File: src/nfc_type_a_tag_population_responder_assert.svh
// ----------------------------------------------------------------------------
// Assertion macros for the Type A tag population responder
// Shared shorthand for clocked, reset-qualified property checks.
// ----------------------------------------------------------------------------
`ifndef NFC_TYPE_A_TAG_POPULATION_RESPONDER_ASSERT_SVH
`define NFC_TYPE_A_TAG_POPULATION_RESPONDER_ASSERT_SVH

// same-cycle implication, sampled on clk, off during rst
`define NFC_ASSERT_IMP(lbl, ante, cons) \
  lbl: assert property (@(posedge clk) disable iff (rst) (ante) |-> (cons)) \
    else $error("responder check failed");

// next-cycle implication, sampled on clk, off during rst
`define NFC_ASSERT_NXT(lbl, ante, cons) \
  lbl: assert property (@(posedge clk) disable iff (rst) (ante) |=> (cons)) \
    else $error("responder check failed");

`endif

File: src/nfcta_pkg.sv
`timescale 1ns / 1ps
// ----------------------------------------------------------------------------
// nfcta_pkg
// Types, constants and helpers shared by the tag population responder.
// ----------------------------------------------------------------------------
package nfcta_pkg;

  localparam int MAX_TAGS    = 8;
  localparam int IDX_W       = $clog2(MAX_TAGS);
  localparam int CNT_W       = $clog2(MAX_TAGS + 1);
  localparam int QUEUE_DEPTH = 2;
  localparam int QP_W        = $clog2(QUEUE_DEPTH);
  localparam int QC_W        = $clog2(QUEUE_DEPTH + 1);

  // host command codes
  localparam logic [2:0] CMD_WAKE    = 3'd0;
  localparam logic [2:0] CMD_ANTICOL = 3'd1;
  localparam logic [2:0] CMD_CRC     = 3'd2;
  localparam logic [2:0] CMD_DEFAULT = 3'd3;
  localparam logic [2:0] CMD_ADD     = 3'd4;
  localparam logic [2:0] CMD_REMOVE  = 3'd5;

  // frame codes
  localparam logic [7:0] SEL_CL1    = 8'h93;
  localparam logic [7:0] SEL_CL2    = 8'h95;
  localparam logic [7:0] SEL_CL3    = 8'h97;
  localparam logic [7:0] SEL_MARK   = 8'h70;
  localparam logic [7:0] FR_HALT    = 8'h50;
  localparam logic [7:0] FR_AUTH_A  = 8'h60;
  localparam logic [7:0] FR_AUTH_B  = 8'h61;
  localparam logic [7:0] FR_READ    = 8'h30;
  localparam logic [7:0] ATQA_LOW   = 8'h44;
  localparam logic [7:0] CASCADE_TAG = 8'h88;
  localparam logic [7:0] SAK_MORE   = 8'h04;
  localparam logic [7:0] SAK_DONE   = 8'h08;
  localparam logic [7:0] READ_FIRST = 8'hFE;

  localparam logic [4:0] IRQ_RX  = 5'h10;
  localparam logic [4:0] IRQ_TX  = 5'h08;
  localparam logic [4:0] IRQ_COL = 5'h04;

  typedef enum logic [3:0] {
    OP_WAKE, OP_DEFAULT, OP_ANTI, OP_SELECT, OP_HALT, OP_READ,
    OP_TXONLY, OP_ADD, OP_REMOVE, OP_NOP
  } op_t;

  typedef struct packed {
    op_t         op;
    logic [1:0]  lvl;
    logic [31:0] word;
    logic [31:0] mask;
    logic        match_ok;
    logic [55:0] uid;
    logic        is_long;
  } cmd_t;

  typedef enum logic [1:0] {B_IDLE, B_SCAN, B_CTZ, B_EMIT} bstate_t;

  // {present, word} of one cascade level of a tag
  function automatic logic [32:0] level_word(input logic [55:0] u, input logic l,
                                             input logic [1:0] lvl);
    logic [32:0] r;
    r = '0;
    if (lvl == 2'd0) begin
      r = l ? {1'b1, u[23:0], CASCADE_TAG} : {1'b1, u[31:0]};
    end else if (lvl == 2'd1 && l) begin
      r = {1'b1, u[55:24]};
    end
    return r;
  endfunction

endpackage

File: src/nfc_type_a_tag_population_responder.sv
`timescale 1ns / 1ps
// ----------------------------------------------------------------------------
// nfc_type_a_tag_population_responder
// Emulated population of Type A tags answering reader commands.
// ----------------------------------------------------------------------------
// A command is taken when start is high and busy is low; busy only rises when
// the two-entry command queue is full. Each command then produces one or more
// result transactions, one per cycle in a contiguous burst marked by
// result_valid, with last_byte on the final one; the receiver cannot stall
// them. The executor handles one command at a time: it loads the command,
// scans table entries (up to the tag count) and finishes the scan, walks to
// a collision bit where needed, then emits the results (1 to 16). The
// longest command is an anticollision frame that scans the full table and
// collides on bit 31.
module nfc_type_a_tag_population_responder (
  input  logic        clk,
  input  logic        rst,
  input  logic        start,
  output logic        busy,
  input  logic [2:0]  command,
  input  logic [2:0]  frame_length,
  input  logic [7:0]  frame_first,
  input  logic [7:0]  frame_second,
  input  logic [39:0] frame_tail,
  input  logic [55:0] uid_value,
  input  logic        uid_is_long,
  output logic        result_valid,
  output logic [7:0]  response_byte,
  output logic        byte_valid,
  output logic        last_byte,
  output logic [4:0]  irq_flags,
  output logic        timer_expired,
  output logic [7:0]  coll_status,
  output logic        table_full
);
  import nfcta_pkg::*;

  `include "nfc_type_a_tag_population_responder_assert.svh"

  logic q_push, q_pop, q_full, q_empty;
  cmd_t q_in, q_head;

  assign busy = q_full;

  nfcta_front u_front (
    .start        (start),
    .q_full       (q_full),
    .command      (command),
    .frame_length (frame_length),
    .frame_first  (frame_first),
    .frame_second (frame_second),
    .frame_tail   (frame_tail),
    .uid_value    (uid_value),
    .uid_is_long  (uid_is_long),
    .push         (q_push),
    .push_data    (q_in)
  );

  nfcta_queue u_queue (
    .clk       (clk),
    .rst       (rst),
    .push      (q_push),
    .push_data (q_in),
    .pop       (q_pop),
    .head      (q_head),
    .full      (q_full),
    .empty     (q_empty)
  );

  nfcta_back u_back (
    .clk           (clk),
    .rst           (rst),
    .q_empty       (q_empty),
    .q_head        (q_head),
    .pop           (q_pop),
    .result_valid  (result_valid),
    .response_byte (response_byte),
    .byte_valid    (byte_valid),
    .last_byte     (last_byte),
    .irq_flags     (irq_flags),
    .timer_expired (timer_expired),
    .coll_status   (coll_status),
    .table_full    (table_full)
  );

  `NFC_ASSERT_NXT(a_burst_contiguous, result_valid && !last_byte, result_valid)
  `NFC_ASSERT_IMP(a_full_has_no_data, result_valid && table_full, !byte_valid)
  `NFC_ASSERT_IMP(a_pop_not_empty, q_pop, !q_empty)

endmodule

File: src/nfcta_front.sv
`timescale 1ns / 1ps
// ----------------------------------------------------------------------------
// nfcta_front
// Accepts host commands and decodes them into queue transactions.
// ----------------------------------------------------------------------------
module nfcta_front (
  input  logic               start,
  input  logic               q_full,
  input  logic [2:0]         command,
  input  logic [2:0]         frame_length,
  input  logic [7:0]         frame_first,
  input  logic [7:0]         frame_second,
  input  logic [39:0]        frame_tail,
  input  logic [55:0]        uid_value,
  input  logic               uid_is_long,
  output logic               push,
  output nfcta_pkg::cmd_t    push_data
);
  import nfcta_pkg::*;

  logic [55:0] raw;
  logic [7:0]  fr [7];
  logic [3:0]  hi, lo, full_b;
  logic [6:0]  nb;
  logic [31:0] pre, pmask;
  logic [1:0]  lvl;

  assign push = start && !q_full;
  assign raw  = {frame_tail, frame_second, frame_first};

  always_comb begin
    for (int j = 0; j < 7; j++) begin
      fr[j] = (3'(j) < frame_length) ? raw[j*8 +: 8] : 8'h00;
    end
    hi     = fr[1][7:4];
    lo     = fr[1][3:0];
    full_b = (hi >= 4'd2) ? hi - 4'd2 : 4'd0;
    nb     = {full_b, 3'b000} + {3'b000, lo};
    pmask  = (nb >= 7'd32) ? '1 : ((32'h1 << nb[4:0]) - 32'h1);
    pre    = {fr[5], fr[4], fr[3], fr[2]};
    lvl    = (fr[0] == SEL_CL1) ? 2'd0 : (fr[0] == SEL_CL2) ? 2'd1 : 2'd2;

    push_data          = '0;
    push_data.op       = OP_NOP;
    push_data.lvl      = lvl;
    push_data.word     = pre;
    push_data.mask     = '1;
    push_data.match_ok = 1'b1;
    push_data.is_long  = uid_is_long;
    push_data.uid      = uid_is_long ? uid_value : {24'h0, uid_value[31:0]};

    unique case (command)
      CMD_WAKE:    push_data.op = OP_WAKE;
      CMD_DEFAULT: push_data.op = OP_DEFAULT;
      CMD_ADD:     push_data.op = OP_ADD;
      CMD_REMOVE:  push_data.op = OP_REMOVE;
      CMD_ANTICOL: begin
        push_data.op       = OP_ANTI;
        push_data.mask     = pmask;
        push_data.match_ok = (frame_length >= 3'd2) && (lo <= 4'd7) && (nb <= 7'd32);
      end
      CMD_CRC: begin
        priority if (frame_length == 3'd0) begin
          push_data.op = OP_TXONLY;
        end else if ((fr[0] == SEL_CL1 || fr[0] == SEL_CL2 || fr[0] == SEL_CL3)
                     && frame_length >= 3'd2 && fr[1] == SEL_MARK) begin
          push_data.op = (frame_length >= 3'd6) ? OP_SELECT : OP_TXONLY;
        end else if (fr[0] == FR_HALT) begin
          push_data.op = OP_HALT;
        end else if (fr[0] == FR_READ) begin
          push_data.op = OP_READ;
        end else begin
          // auth and anything unknown: transmit end only
          push_data.op = OP_TXONLY;
        end
      end
      default: push_data.op = OP_NOP;
    endcase
  end

endmodule

File: src/nfcta_queue.sv
`timescale 1ns / 1ps
// ----------------------------------------------------------------------------
// nfcta_queue
// Short command queue between the decoder and the executor.
// ----------------------------------------------------------------------------
module nfcta_queue (
  input  logic             clk,
  input  logic             rst,
  input  logic             push,
  input  nfcta_pkg::cmd_t  push_data,
  input  logic             pop,
  output nfcta_pkg::cmd_t  head,
  output logic             full,
  output logic             empty
);
  import nfcta_pkg::*;

  cmd_t            entries [QUEUE_DEPTH];
  logic [QP_W-1:0] wr_ptr, rd_ptr;
  logic [QC_W-1:0] count;

  assign full  = (count == QC_W'(QUEUE_DEPTH));
  assign empty = (count == '0);
  assign head  = entries[rd_ptr];

  always_ff @(posedge clk) begin
    if (push) begin
      entries[wr_ptr] <= push_data;
    end
  end

  always_ff @(posedge clk) begin
    if (rst) begin
      wr_ptr <= '0;
      rd_ptr <= '0;
      count  <= '0;
    end else begin
      if (push) begin
        wr_ptr <= (wr_ptr == QP_W'(QUEUE_DEPTH - 1)) ? '0 : wr_ptr + 1'b1;
      end
      if (pop) begin
        rd_ptr <= (rd_ptr == QP_W'(QUEUE_DEPTH - 1)) ? '0 : rd_ptr + 1'b1;
      end
      count <= count + QC_W'(push) - QC_W'(pop);
    end
  end

endmodule

File: src/nfcta_back.sv
`timescale 1ns / 1ps
// ----------------------------------------------------------------------------
// nfcta_back
// Executes queued commands: scans the tag table, then streams the response.
// ----------------------------------------------------------------------------
module nfcta_back (
  input  logic             clk,
  input  logic             rst,
  input  logic             q_empty,
  input  nfcta_pkg::cmd_t  q_head,
  output logic             pop,
  output logic             result_valid,
  output logic [7:0]       response_byte,
  output logic             byte_valid,
  output logic             last_byte,
  output logic [4:0]       irq_flags,
  output logic             timer_expired,
  output logic [7:0]       coll_status,
  output logic             table_full
);
  import nfcta_pkg::*;

  bstate_t state, state_next;
  cmd_t    work;

  logic [55:0]         tag_uid  [MAX_TAGS];
  logic                tag_long [MAX_TAGS];
  logic [MAX_TAGS-1:0] halted;
  logic [CNT_W-1:0]    tag_count, scan, keep;

  logic [31:0] sel_uid, wa, wb, diff;
  logic [1:0]  sel_level, hits;
  logic        sel_valid, found, stop;
  logic [7:0]  col_pos;
  logic [4:0]  bit_pos;
  logic [39:0] rbuf;
  logic        is_read;
  logic [4:0]  nbytes, emit;
  logic [4:0]  irq_r;
  logic        timer_r, full_r;

  logic [IDX_W-1:0] idx;
  logic [55:0] cur_uid;
  logic        cur_long, cur_halted;
  logic [1:0]  lw_lvl;
  logic [32:0] lw_r;
  logic        hit, same, halt_hit, scans, scan_end, ctz_done, emit_last;
  logic [31:0] wm;
  logic [7:0]  bcc, out_byte;
  logic        wr_en, wr_long;
  logic [IDX_W-1:0] wr_idx;
  logic [55:0] wr_uid;

  assign idx        = scan[IDX_W-1:0];
  assign cur_uid    = tag_uid[idx];
  assign cur_long   = tag_long[idx];
  assign cur_halted = halted[idx];
  assign lw_lvl     = (work.op == OP_HALT) ? sel_level : work.lvl;
  assign lw_r       = level_word(cur_uid, cur_long, lw_lvl);
  assign hit        = !cur_halted && lw_r[32] && work.match_ok &&
                      (((lw_r[31:0] ^ work.word) & work.mask) == 32'h0);
  assign same       = (cur_uid == work.uid) && (cur_long == work.is_long);
  assign halt_hit   = !cur_halted && (!sel_valid || (lw_r[32] && lw_r[31:0] == sel_uid));
  assign scans      = (work.op == OP_ANTI) || (work.op == OP_SELECT) ||
                      (work.op == OP_HALT) || (work.op == OP_ADD) || (work.op == OP_REMOVE);
  assign scan_end   = !scans || stop || (scan == tag_count);
  assign ctz_done   = diff[0] || (diff == 32'h0);
  assign emit_last  = (nbytes == 5'd0) || (emit == nbytes - 5'd1);
  assign pop        = (state == B_IDLE) && !q_empty;

  assign wm  = wa & ~work.mask;
  assign bcc = wm[7:0] ^ wm[15:8] ^ wm[23:16] ^ wm[31:24];

  always_comb begin
    unique case (emit[2:0])
      3'd0:    out_byte = rbuf[7:0];
      3'd1:    out_byte = rbuf[15:8];
      3'd2:    out_byte = rbuf[23:16];
      3'd3:    out_byte = rbuf[31:24];
      3'd4:    out_byte = rbuf[39:32];
      default: out_byte = 8'h00;
    endcase
    if (is_read) begin
      out_byte = (emit == 5'd0) ? READ_FIRST : 8'h00;
    end
  end

  // table write port: compaction on remove, append on add
  always_comb begin
    wr_en   = 1'b0;
    wr_idx  = keep[IDX_W-1:0];
    wr_uid  = cur_uid;
    wr_long = cur_long;
    if (state == B_SCAN) begin
      if (!scan_end && work.op == OP_REMOVE && !same) begin
        wr_en = 1'b1;
      end else if (scan_end && work.op == OP_ADD && !found &&
                   tag_count < CNT_W'(MAX_TAGS)) begin
        wr_en   = 1'b1;
        wr_idx  = tag_count[IDX_W-1:0];
        wr_uid  = work.uid;
        wr_long = work.is_long;
      end
    end
  end

  always_ff @(posedge clk) begin
    if (wr_en) begin
      tag_uid[wr_idx]  <= wr_uid;
      tag_long[wr_idx] <= wr_long;
    end
  end

  always_comb begin
    state_next = state;
    unique case (state)
      B_IDLE: if (!q_empty) state_next = B_SCAN;
      B_SCAN: begin
        if (scan_end) begin
          state_next = (work.op == OP_ANTI && hits == 2'd2) ? B_CTZ : B_EMIT;
        end
      end
      B_CTZ:  if (ctz_done) state_next = B_EMIT;
      B_EMIT: if (emit_last) state_next = B_IDLE;
      default: state_next = B_IDLE;
    endcase
  end

  always_ff @(posedge clk) begin
    if (rst) begin
      state <= B_IDLE;
    end else begin
      state <= state_next;
    end
  end

  always_ff @(posedge clk) begin
    if (rst) begin
      tag_count    <= '0;
      halted       <= '0;
      sel_valid    <= 1'b0;
      sel_level    <= 2'd0;
      sel_uid      <= 32'h0;
      col_pos      <= 8'h00;
      result_valid <= 1'b0;
    end else begin
      result_valid <= 1'b0;
      unique case (state)
        B_IDLE: begin
          if (!q_empty) begin
            work    <= q_head;
            scan    <= '0;
            keep    <= '0;
            hits    <= 2'd0;
            found   <= 1'b0;
            stop    <= 1'b0;
            emit    <= 5'd0;
            is_read <= 1'b0;
            nbytes  <= 5'd0;
            irq_r   <= 5'h00;
            timer_r <= 1'b0;
            full_r  <= 1'b0;
          end
        end
        B_SCAN: begin
          if (!scan_end) begin
            scan <= scan + 1'b1;
            unique case (work.op)
              OP_ANTI: begin
                if (hit) begin
                  if (hits == 2'd0) wa <= lw_r[31:0];
                  else wb <= lw_r[31:0];
                  hits <= hits + 2'd1;
                  if (hits == 2'd1) stop <= 1'b1;
                end
              end
              OP_SELECT: begin
                if (hit) begin
                  found     <= 1'b1;
                  stop      <= 1'b1;
                  rbuf      <= {32'h0, (work.lvl == 2'd0 && cur_long) ? SAK_MORE : SAK_DONE};
                  sel_uid   <= lw_r[31:0];
                  sel_level <= work.lvl;
                  sel_valid <= 1'b1;
                end
              end
              OP_HALT: begin
                if (halt_hit) begin
                  halted[idx] <= 1'b1;
                  stop        <= 1'b1;
                end
              end
              OP_ADD: begin
                if (same) begin
                  halted[idx] <= 1'b0;
                  found       <= 1'b1;
                  stop        <= 1'b1;
                end
              end
              OP_REMOVE: begin
                if (!same) begin
                  halted[keep[IDX_W-1:0]] <= cur_halted;
                  keep <= keep + 1'b1;
                end
              end
              default: ;
            endcase
          end else begin
            unique case (work.op)
              OP_WAKE: begin
                col_pos   <= 8'h00;
                sel_valid <= 1'b0;
                halted    <= '0;
                if (tag_count != '0) begin
                  rbuf   <= {32'h0, ATQA_LOW};
                  nbytes <= 5'd2;
                  irq_r  <= IRQ_RX;
                end else begin
                  timer_r <= 1'b1;
                end
              end
              OP_DEFAULT: halted <= '0;
              OP_ANTI: begin
                col_pos <= 8'h00;
                if (hits == 2'd0) begin
                  timer_r <= 1'b1;
                end else if (hits == 2'd1) begin
                  rbuf   <= {bcc, wm};
                  nbytes <= 5'd5;
                  irq_r  <= IRQ_RX;
                end else begin
                  irq_r   <= IRQ_COL;
                  diff    <= wa ^ wb;
                  bit_pos <= 5'd0;
                end
              end
              OP_SELECT: begin
                if (found) begin
                  nbytes <= 5'd1;
                  irq_r  <= IRQ_RX | IRQ_TX;
                end else begin
                  irq_r <= IRQ_TX;
                end
              end
              OP_HALT: sel_valid <= 1'b0;
              OP_READ: begin
                is_read <= 1'b1;
                nbytes  <= 5'd16;
                irq_r   <= IRQ_RX | IRQ_TX;
              end
              OP_TXONLY: irq_r <= IRQ_TX;
              OP_ADD: begin
                if (!found) begin
                  if (tag_count < CNT_W'(MAX_TAGS)) begin
                    halted[tag_count[IDX_W-1:0]] <= 1'b0;
                    tag_count <= tag_count + 1'b1;
                  end else begin
                    full_r <= 1'b1;
                  end
                end
              end
              OP_REMOVE: tag_count <= keep;
              default: ;
            endcase
          end
        end
        B_CTZ: begin
          // walk to the lowest differing bit
          if (!ctz_done) begin
            diff    <= diff >> 1;
            bit_pos <= bit_pos + 5'd1;
          end else begin
            col_pos <= 8'd16 + {3'b000, bit_pos};
          end
        end
        B_EMIT: begin
          result_valid  <= 1'b1;
          response_byte <= (nbytes == 5'd0) ? 8'h00 : out_byte;
          byte_valid    <= (nbytes != 5'd0);
          last_byte     <= emit_last;
          irq_flags     <= irq_r;
          timer_expired <= timer_r;
          coll_status   <= {col_pos[6:3], col_pos[2:0], 1'b0};
          table_full    <= full_r;
          emit          <= emit + 5'd1;
        end
        default: ;
      endcase
    end
  end

endmodule

File: config.mk
export PLATFORM = sky130hd
export DESIGN_NAME = nfc_type_a_tag_population_responder
export DESIGN_NICKNAME = d
export VERILOG_FILES = /design/src/nfcta_pkg.sv /design/src/nfc_type_a_tag_population_responder.sv /design/src/nfcta_front.sv /design/src/nfcta_queue.sv /design/src/nfcta_back.sv
export VERILOG_INCLUDE_DIRS = /design/src /design/src/src
export SDC_FILE = /design/constraint.sdc
export NUM_CORES = 1
export LEC_CHECK = 0
export BUFFER_PORTS_ARGS = -buffer_cell sky130_fd_sc_hd__buf_2
export CORE_UTILIZATION = 65
export CTS_CLUSTER_DIAMETER = 50
export CTS_CLUSTER_SIZE = 16
export DETAILED_ROUTE_END_ITERATION = 16
export PLACE_DENSITY = 0.83
export SYNTH_ARGS = -nofsm -noshare
export SYNTH_HDL_FRONTEND = slang
export SYNTH_SLANG_ARGS = --single-unit
File: constraint.sdc
create_clock -name clk -period 21.5 [get_ports clk]
set_clock_uncertainty 0.05 [all_clocks]
set_input_delay 1.075 -clock clk [delete_from_list [all_inputs] [get_ports clk]]
set_output_delay 1.075 -clock clk [all_outputs]
set_load 0.1 [all_outputs]
==> impl.org, run 1 <==
** Status
- The flow ran to the end, and the final reports show no timing, DRC or antenna violations.

** Synthesis
- Yosys reg bits :: 1092
- Of the synthesized area, sequential elements account for 67.7%.
- The synthesized netlist contains 94 unique library cells.
- In this run the mean area of a mapped cell was 15.0 um2.
- Synth Cell Area :: 47500 um2
- Proportion of synthesized flip-flops having asynchronous set or reset :: 0%
- Post-synth top flop :: edfxtp_1
- Number of instances in the synthesized netlist :: 3176
- For this run, the number of Yosys warnings is 0.
- The synthesized design contains 1029 enable-type register cells.

** Drt
- Antenna Nets Post-Route :: 0
- DRC violation total after the first TritonRoute iteration :: 3368
- In the routed layout, each cell is associated on average with a via count of 6.61.
- First-pass detailed-route iteration total :: 6
- Routed Wire Length :: 117 mm
- Wire per inst :: 27.0 um
- Via total after detailed routing :: 28610
- For this run, design rule violations remaining after detail routing come to 0.

** Setup path
- STA classifies the critical path endpoint as a register.
- Cell with the biggest individual delay on the critical path :: dfxtp_4
- Worst Path Max Fanout :: 53
- Measured in cells, the most critical reg-to-reg path has a length of 13.
- Crit path launch type :: register
- Required time of the worst setup path :: 21.75 ns
- The largest single stage delay on the critical path is 1.07 ns.
- The critical path in this run is classified as register to register.
- The critical path runs through a total of 13 cells.
- The critical path goes through buf_4 -> mux4_2 -> mux2i_1 -> xor2_1 -> nand4_1 -> nor4_1 -> nand4_1 -> nor3_2 -> nand2b_1 -> or4_1 -> o21ai_0 -> and2_2 -> buf_4.
- STA puts the critical path data arrival time at 7.68 ns.
- WP buf/inv :: 2
- Grouping stages by cell kind, the critical path spends the most delay in simple AND/OR/NAND/NOR gates.

** Power
- In this run the power density over the cells is 131 nW/um2.
- Across the VDD grid, the largest voltage drop is 0.0864 mV.
- Summing internal, switching and leakage power gives 6.82 mW.
- Summed over all cells, the static leakage comes to 17.2 nW.

** Floorplan
- From bottom edge to top edge, the die measures 272 um.
- DIE WIDTH :: 272 um
- The initial utilization of the core area, before any placement, comes to 66.1%.
- Pin placement for this block handled 149 I/O pins.
- Floorplan core area :: 71900 um2
- The floorplan step defined a die boundary enclosing 74100 um2.
- In this run the core area contains 98 standard-cell rows.

** Clock network
- TritonCTS clock tree :: done
- The later pin in the worst-skew pair is clocked with a latency of 0.68 ns.
- Setup Fix Bufs, Post-CTS :: 0
- Once the clock tree was built, the resizer swapped 0 gates to a different size.
- The clock tree synthesis step divided the H-tree into 3 levels.
- Master cell of the clock root buffer :: clkbuf_16
- CTS Buf Count :: 101
- In this run, post-CTS hold repair placed 0 buffers.
- CTS saw 1092 sinks.
- Clock-pin transition on the worst setup and hold timing paths :: 0.07 ns
- In this run the deepest clock path goes through 3 buffers.

** Timing
- Summed negative setup slack over all endpoints :: 0 ns
- The worst path needs 7.43 ns of the cycle, external delays included.
- Worst-margin pin slew :: 1.21 ns
- Setup repair after global routing left no endpoint under its margin.
- Rel. slew slack :: 19.1%
- The final number of hold-violating endpoints is 0.
- The number of max-slew violations in the final report came to 0.
- Peak Freq :: 0.135 GHz
- The final critical path takes up 34.5% of the cycle.
- Final count of negative-setup-slack endpoints :: 0

** Global routing
- Pin count of the biggest net entering global routing :: 72
- The number of global-route vias before repair is 28150.
- Global routing used 31.6% of the available tracks across all layers.
- The number of antenna violations at the first check in global routing was 3.
- Summed over all layers, the global routing overflow is 0.
- Global-route wire length before repair :: 173 mm

** Finish
- The repair_antennas step left the layout with diodes totalling 0.
- Leaving out fill and tap cells, the most frequent cell in the layout is edfxtp_1.
- Cells with a size suffix above 1 make up 19.9% of the layout.
- In the layout the commonest cells are edfxtp_1 (1029), nor2_1 (229), nand2_1 (194).
- Fin nets :: 3450
- Fill cell count :: 4360
- Area Growth Syn to Fin :: 9.98%

** Placement
- Placer congestion estimate :: 0.950
- During placement, the flow inserted port buffers numbering 136.
- After legalization and detailed placement, the total HPWL measured 74.7 mm.

** Worst hold path
- The tightest min-delay check is of the register to register type.
- The worst hold path passes through 0 cells.

** Job
- Across the run, the number of max-cap violations was 0.
-- synthesized netlist by cell type (all sizes together) (53+ instances only) --
cell | count | area, um2
o21ai | 121 | 624
mux2 | 151 | 1700
a21oi | 115 | 576
xnor2 | 110 | 963
mux2i | 134 | 1420
buf | 70 | 553
edfxtp | 1029 | 30900
nand3 | 54 | 300
xor2 | 67 | 587
nor2b | 58 | 363
mux4 | 90 | 2030
clkbuf | 99 | 372
nand2 | 195 | 734
inv | 53 | 199
dfxtp | 63 | 1260
nor2 | 234 | 891
and2 | 74 | 463
-- routing by layer --
metal  global-route usage [%]  share of wire [%]  vias up
li1                         -                  -    12386
met1                     44.5                 40    14359
met2                     49.6                 47     1595
met3                     5.51                9.7      268
met4                     12.6                3.7        2
met5                        0              0.012        -
-- kinds of logic after synthesis --
group	after synthesis	synth area share [%]
buf+inv	222	2.37
other cells	1	0.00790
compound gates	447	6.29
flops	1092	67.7
fa+ha+maj	25	0.659
xor+xnor	177	3.26
mux	375	10.8
simple gates	837	8.84
-- area by class of cell --
cell class              instances  area, um2  area share, %
inverters                      53        199          0.381
clock buffers                 115       2690           5.14
repair buffers                190       1090           2.08
clock inverters                61        592           1.13
flip-flops and latches       1092      32200           61.6
well taps                     950       1190           2.28
multi-input cells            1865      14300           27.4
-- flip-flops by register name, indices dropped and copies added, names as in the netlist, 3 cells and up, named ones only --
register	flops
u_back.tag_uid	448
u_queue.entries	256
u_back.work	128
u_back.rbuf	40
u_back.diff	32
u_back.sel_uid	32
u_back.wa	32
u_back.wb	32
u_back.halted	8
u_back.response_byte	8
u_back.tag_long	8
u_back.col_pos	6
u_back.coll_status	6
u_back.bit_pos	5
u_back.emit	5
u_back.keep	4
u_back.nbytes	4
u_back.scan	4
u_back.tag_count	4
u_back.irq_flags	3
u_back.irq_r	3
-- metrics by stage --
stage,cells,utilization (%),instance area [um2],setup WS (ns),hold WS [ns]
floorplan,3179,-,47500,14.02,0.350
global placement,4150,68.1,48900,14.57,0.358
detailed placement,4150,68.1,48900,14.46,0.358
CTS,4326,72.7,52200,14.35,0.374
global route,4326,72.7,52200,13.91,0.387
finish,4326,72.7,52200,14.07,0.373
-- final timing paths --
path	startpoint	end	slack, ns
hold / removal	u_back.timer_r$_DFFE_PP_	u_back.timer_expired$_DFFE_PP_	0.37
setup reg to reg	register	u_back.tag_uid[2][1]$_DFFE_PP_	14.07
setup / recovery	register	u_back.tag_uid[2][1]$_DFFE_PP_	14.07
hold reg to reg	u_back.timer_r$_DFFE_PP_	u_back.timer_expired$_DFFE_PP_	0.37
-- power breakdown --
part,internal [mW],switching (mW),leakage [nW]
combinational,0.711,1.33,5.84
sequential,2.79,0.214,9.82
clock,0.947,0.824,1.59
Power figures use the tool's default switching activity.
==> run 2: changes to the inputs <==
CORE_UTILIZATION = 56   (was 65)
PLACE_DENSITY = 0.76   (was 0.83)
clock period = 6.5 ns   (was 21.5 ns; I/O delays follow)
==> impl.org, run 2 (same netlist as run 1, synthesis figures left out) <==
** Floorplan
- The die covers 86000 um2.
- FP Rows :: 106
- I/O pin count :: 149
- For this configuration, the core starts out at a cell density of 56.7%.
- The total area inside the core boundary comes to 83800 um2.
- DIE WIDTH :: 293 um
- The die is 293 um tall.

** Timing
- Final count of negative-setup-slack endpoints :: 0
- The number of max-slew violations in the final report is 0.
- In this run the tightest slew margin relative to its limit is 21.6%.
- Summed negative setup slack over all endpoints :: 0 ns
- The final number of hold-violating endpoints was 0.
- In the finished design, the share of the clock period the worst path needs comes to 89.1%.
- Static timing analysis puts the maximum clock frequency at 0.173 GHz.
- Setup repair after global routing left no endpoint under its margin.
- For the pin with the worst max-slew slack, the measured transition is 1.18 ns.
- WHS :: 0.0322 ns
- The worst path in the final design needs a cycle of 5.79 ns, including I/O delays and setup.

** Clock network
- Clk sinks :: 1092
- The later pin in the worst-skew pair is clocked with a latency of 0.71 ns.
- After clock tree synthesis, the setup repair step added 0 buffers.
- Number of gates resized after cts :: 0
- Post-cts hold buffer count :: 92
- Number of buffers on the longest clock path :: 3
- Counting the buffers created by CTS gives 104.
- The root buffer cell chosen for the clock tree is clkbuf_16.
- After clock tree synthesis, the clock-pin slew on the worst setup and hold paths is 0.07 ns.
- CTS HTree Levels :: 3
- TritonCTS clock tree :: done

** Finish
- From synthesis to final layout, the design area changed by 14.0%.
- Final core utilization :: 64.6%
- In the layout the commonest cells are edfxtp_1 (1029), nor2_1 (229), nand2_1 (194).
- Fin nets :: 3570
- The register with the most flip-flops in the layout has 448 of them.
- Reg with most FFs :: u_back.tag_uid
- Diodes inserted :: 0
- The library cell used most frequently in the layout, excluding fill and tap cells, is edfxtp_1.
- Largest registers in the final layout :: u_back.tag_uid: 448 flops, u_queue.entries: 256 flops, u_back.work: 128 flops
- Share of cells above drive strength 1 :: 20.3%

** Setup path
- At the worst endpoint, the arrival time is 6.32 ns.
- Start-to-end type of the worst setup path :: register to register
- The worst register-to-register path ends at u_back.halted[0]$_SDFFE_PP0P_.
- Across all register-to-register paths, the minimum setup slack is 0.71 ns.
- Required time of the worst setup path :: 7.03 ns
- The worst register-to-register path has a depth of 12.
- Worst Setup End Kind :: register
- Of all nets on the critical path, the largest fanout is 41.
- Crit path launch type :: register

** Placement
- Routability-driven placement finished with a final weighted congestion of 0.934.
- Placed wire-length estimate after detailed placement :: 76.7 mm
- The count of buffers added on input and output ports is 136.

** Global routing
- Pin count of the biggest net entering global routing :: 129
- The number of global-route vias before repair came to 28194.
- The number of antenna violations at the first check in global routing is 3.
- Global-route wire length before repair :: 178 mm
- Residual overflow from global routing :: 0
- Global routing used 27.9% of the available tracks across all layers.

** Drt
- DRC violation total after the first TritonRoute iteration :: 3260
- The pre-antenna-repair detailed-routing pass consisted of 6 iterations.
- Across all layers, the routed design uses 28669 vias.
- Wire per inst :: 25.9 um
- Routed Wire Length :: 120 mm
- Average via count per standard cell :: 6.18
- # DRC :: 0
- The count of nets left with antenna violations once routing finished came out at 0.

** Power
- Power per Cell Area :: 431 nW/um2
- Largest voltage drop on the vdd net :: 0.307 mV
- Cell leakage power :: 18.0 nW

** Job
- Max-cap violation count :: 0

** Worst hold path
- Worst hold stages :: 3
- The path with the worst hold slack has its endpoint at u_back.halted[5]$_SDFFE_PP0P_.
- The tightest min-delay check is of the input port to register type.
- Hold path startpoint :: rst

** Status
- The run finished with clean final reports.
-- run 2: cell count changes in the layout (fill, tap and decap cells not counted), sizes merged --
cell / before / now
clkinv: 27 / 32
clkbuf: 115 / 112
bufinv: 2 / 12
dlygate4sd3: 0 / 92
buf: 190 / 215
clkinvlp: 8 / 13
inv: 77 / 70
-- run 2: how the worst max path moves through the flow --
stage,start,endpoint
floorplan,u_back.work[124]$_DFFE_PP_,u_back.rbuf[0]$_SDFFCE_PN0P_
global placement,register,u_back.tag_uid[4][37]$_DFFE_PP_
detailed placement,register,u_back.halted[7]$_SDFFE_PP0P_
CTS,register,u_back.halted[2]$_SDFFE_PP0P_
global route,register,u_back.halted[7]$_SDFFE_PP0P_
finish,register,u_back.halted[0]$_SDFFE_PP0P_
-- run 2: cell type report --
| type | instances | area, um2 |
|---|---|---|
| fillers | 5830 | 29700 |
| inverters | 53 | 199 |
| well taps | 1134 | 1420 |
| multi-input cells | 1865 | 14300 |
| repair buffers | 307 | 2320 |
| flip-flops and latches | 1092 | 32200 |
| clock buffers | 112 | 2640 |
| clock inverters | 74 | 1060 |
-- run 2: metrics by stage --
step	power (mW)	cell area, um2	std cells	setup WS (ns)
after global placement	16.6	49500	4359	0.854
after detailed placement	16.8	49500	4359	0.787
after global routing	24.1	54100	4637	0.467
after CTS	23.3	54100	4637	0.769
final	23.3	54100	4637	0.710
after floorplan	14.5	47500	3179	1.08
-- run 2: critical path: stages (launching register included) --
cell and delay, ns:
dfxtp_4 0.90, buf_4 0.39, mux4_2 0.54, mux2i_2 0.61
xor2_1 0.20, nand4_1 0.16, nor4_1 0.56, nand4_1 0.19
nor3_2 0.55, mux2i_2 0.87, o41ai_1 0.16, a2111o_1 0.41
o21ai_1 0.08
-- run 2: power breakdown --
part / switching, mW / internal, mW / total, mW
registers: 0.692 / 9.24 / 9.93
logic: 4.48 / 2.51 / 6.98
clock network: 2.87 / 3.54 / 6.42
total: 8.04 / 15.3 / 23.3
-- run 2: per-layer routing --
metal  routed length [um]  vias to the layer above  GRT usage, %
met5                    0                        -             0
met4                 3990                        0          9.36
met3                 9950                      213          4.06
met2                56200                     1422          43.8
met1                50000                    14398          40.4
li1                     -                    12636             -
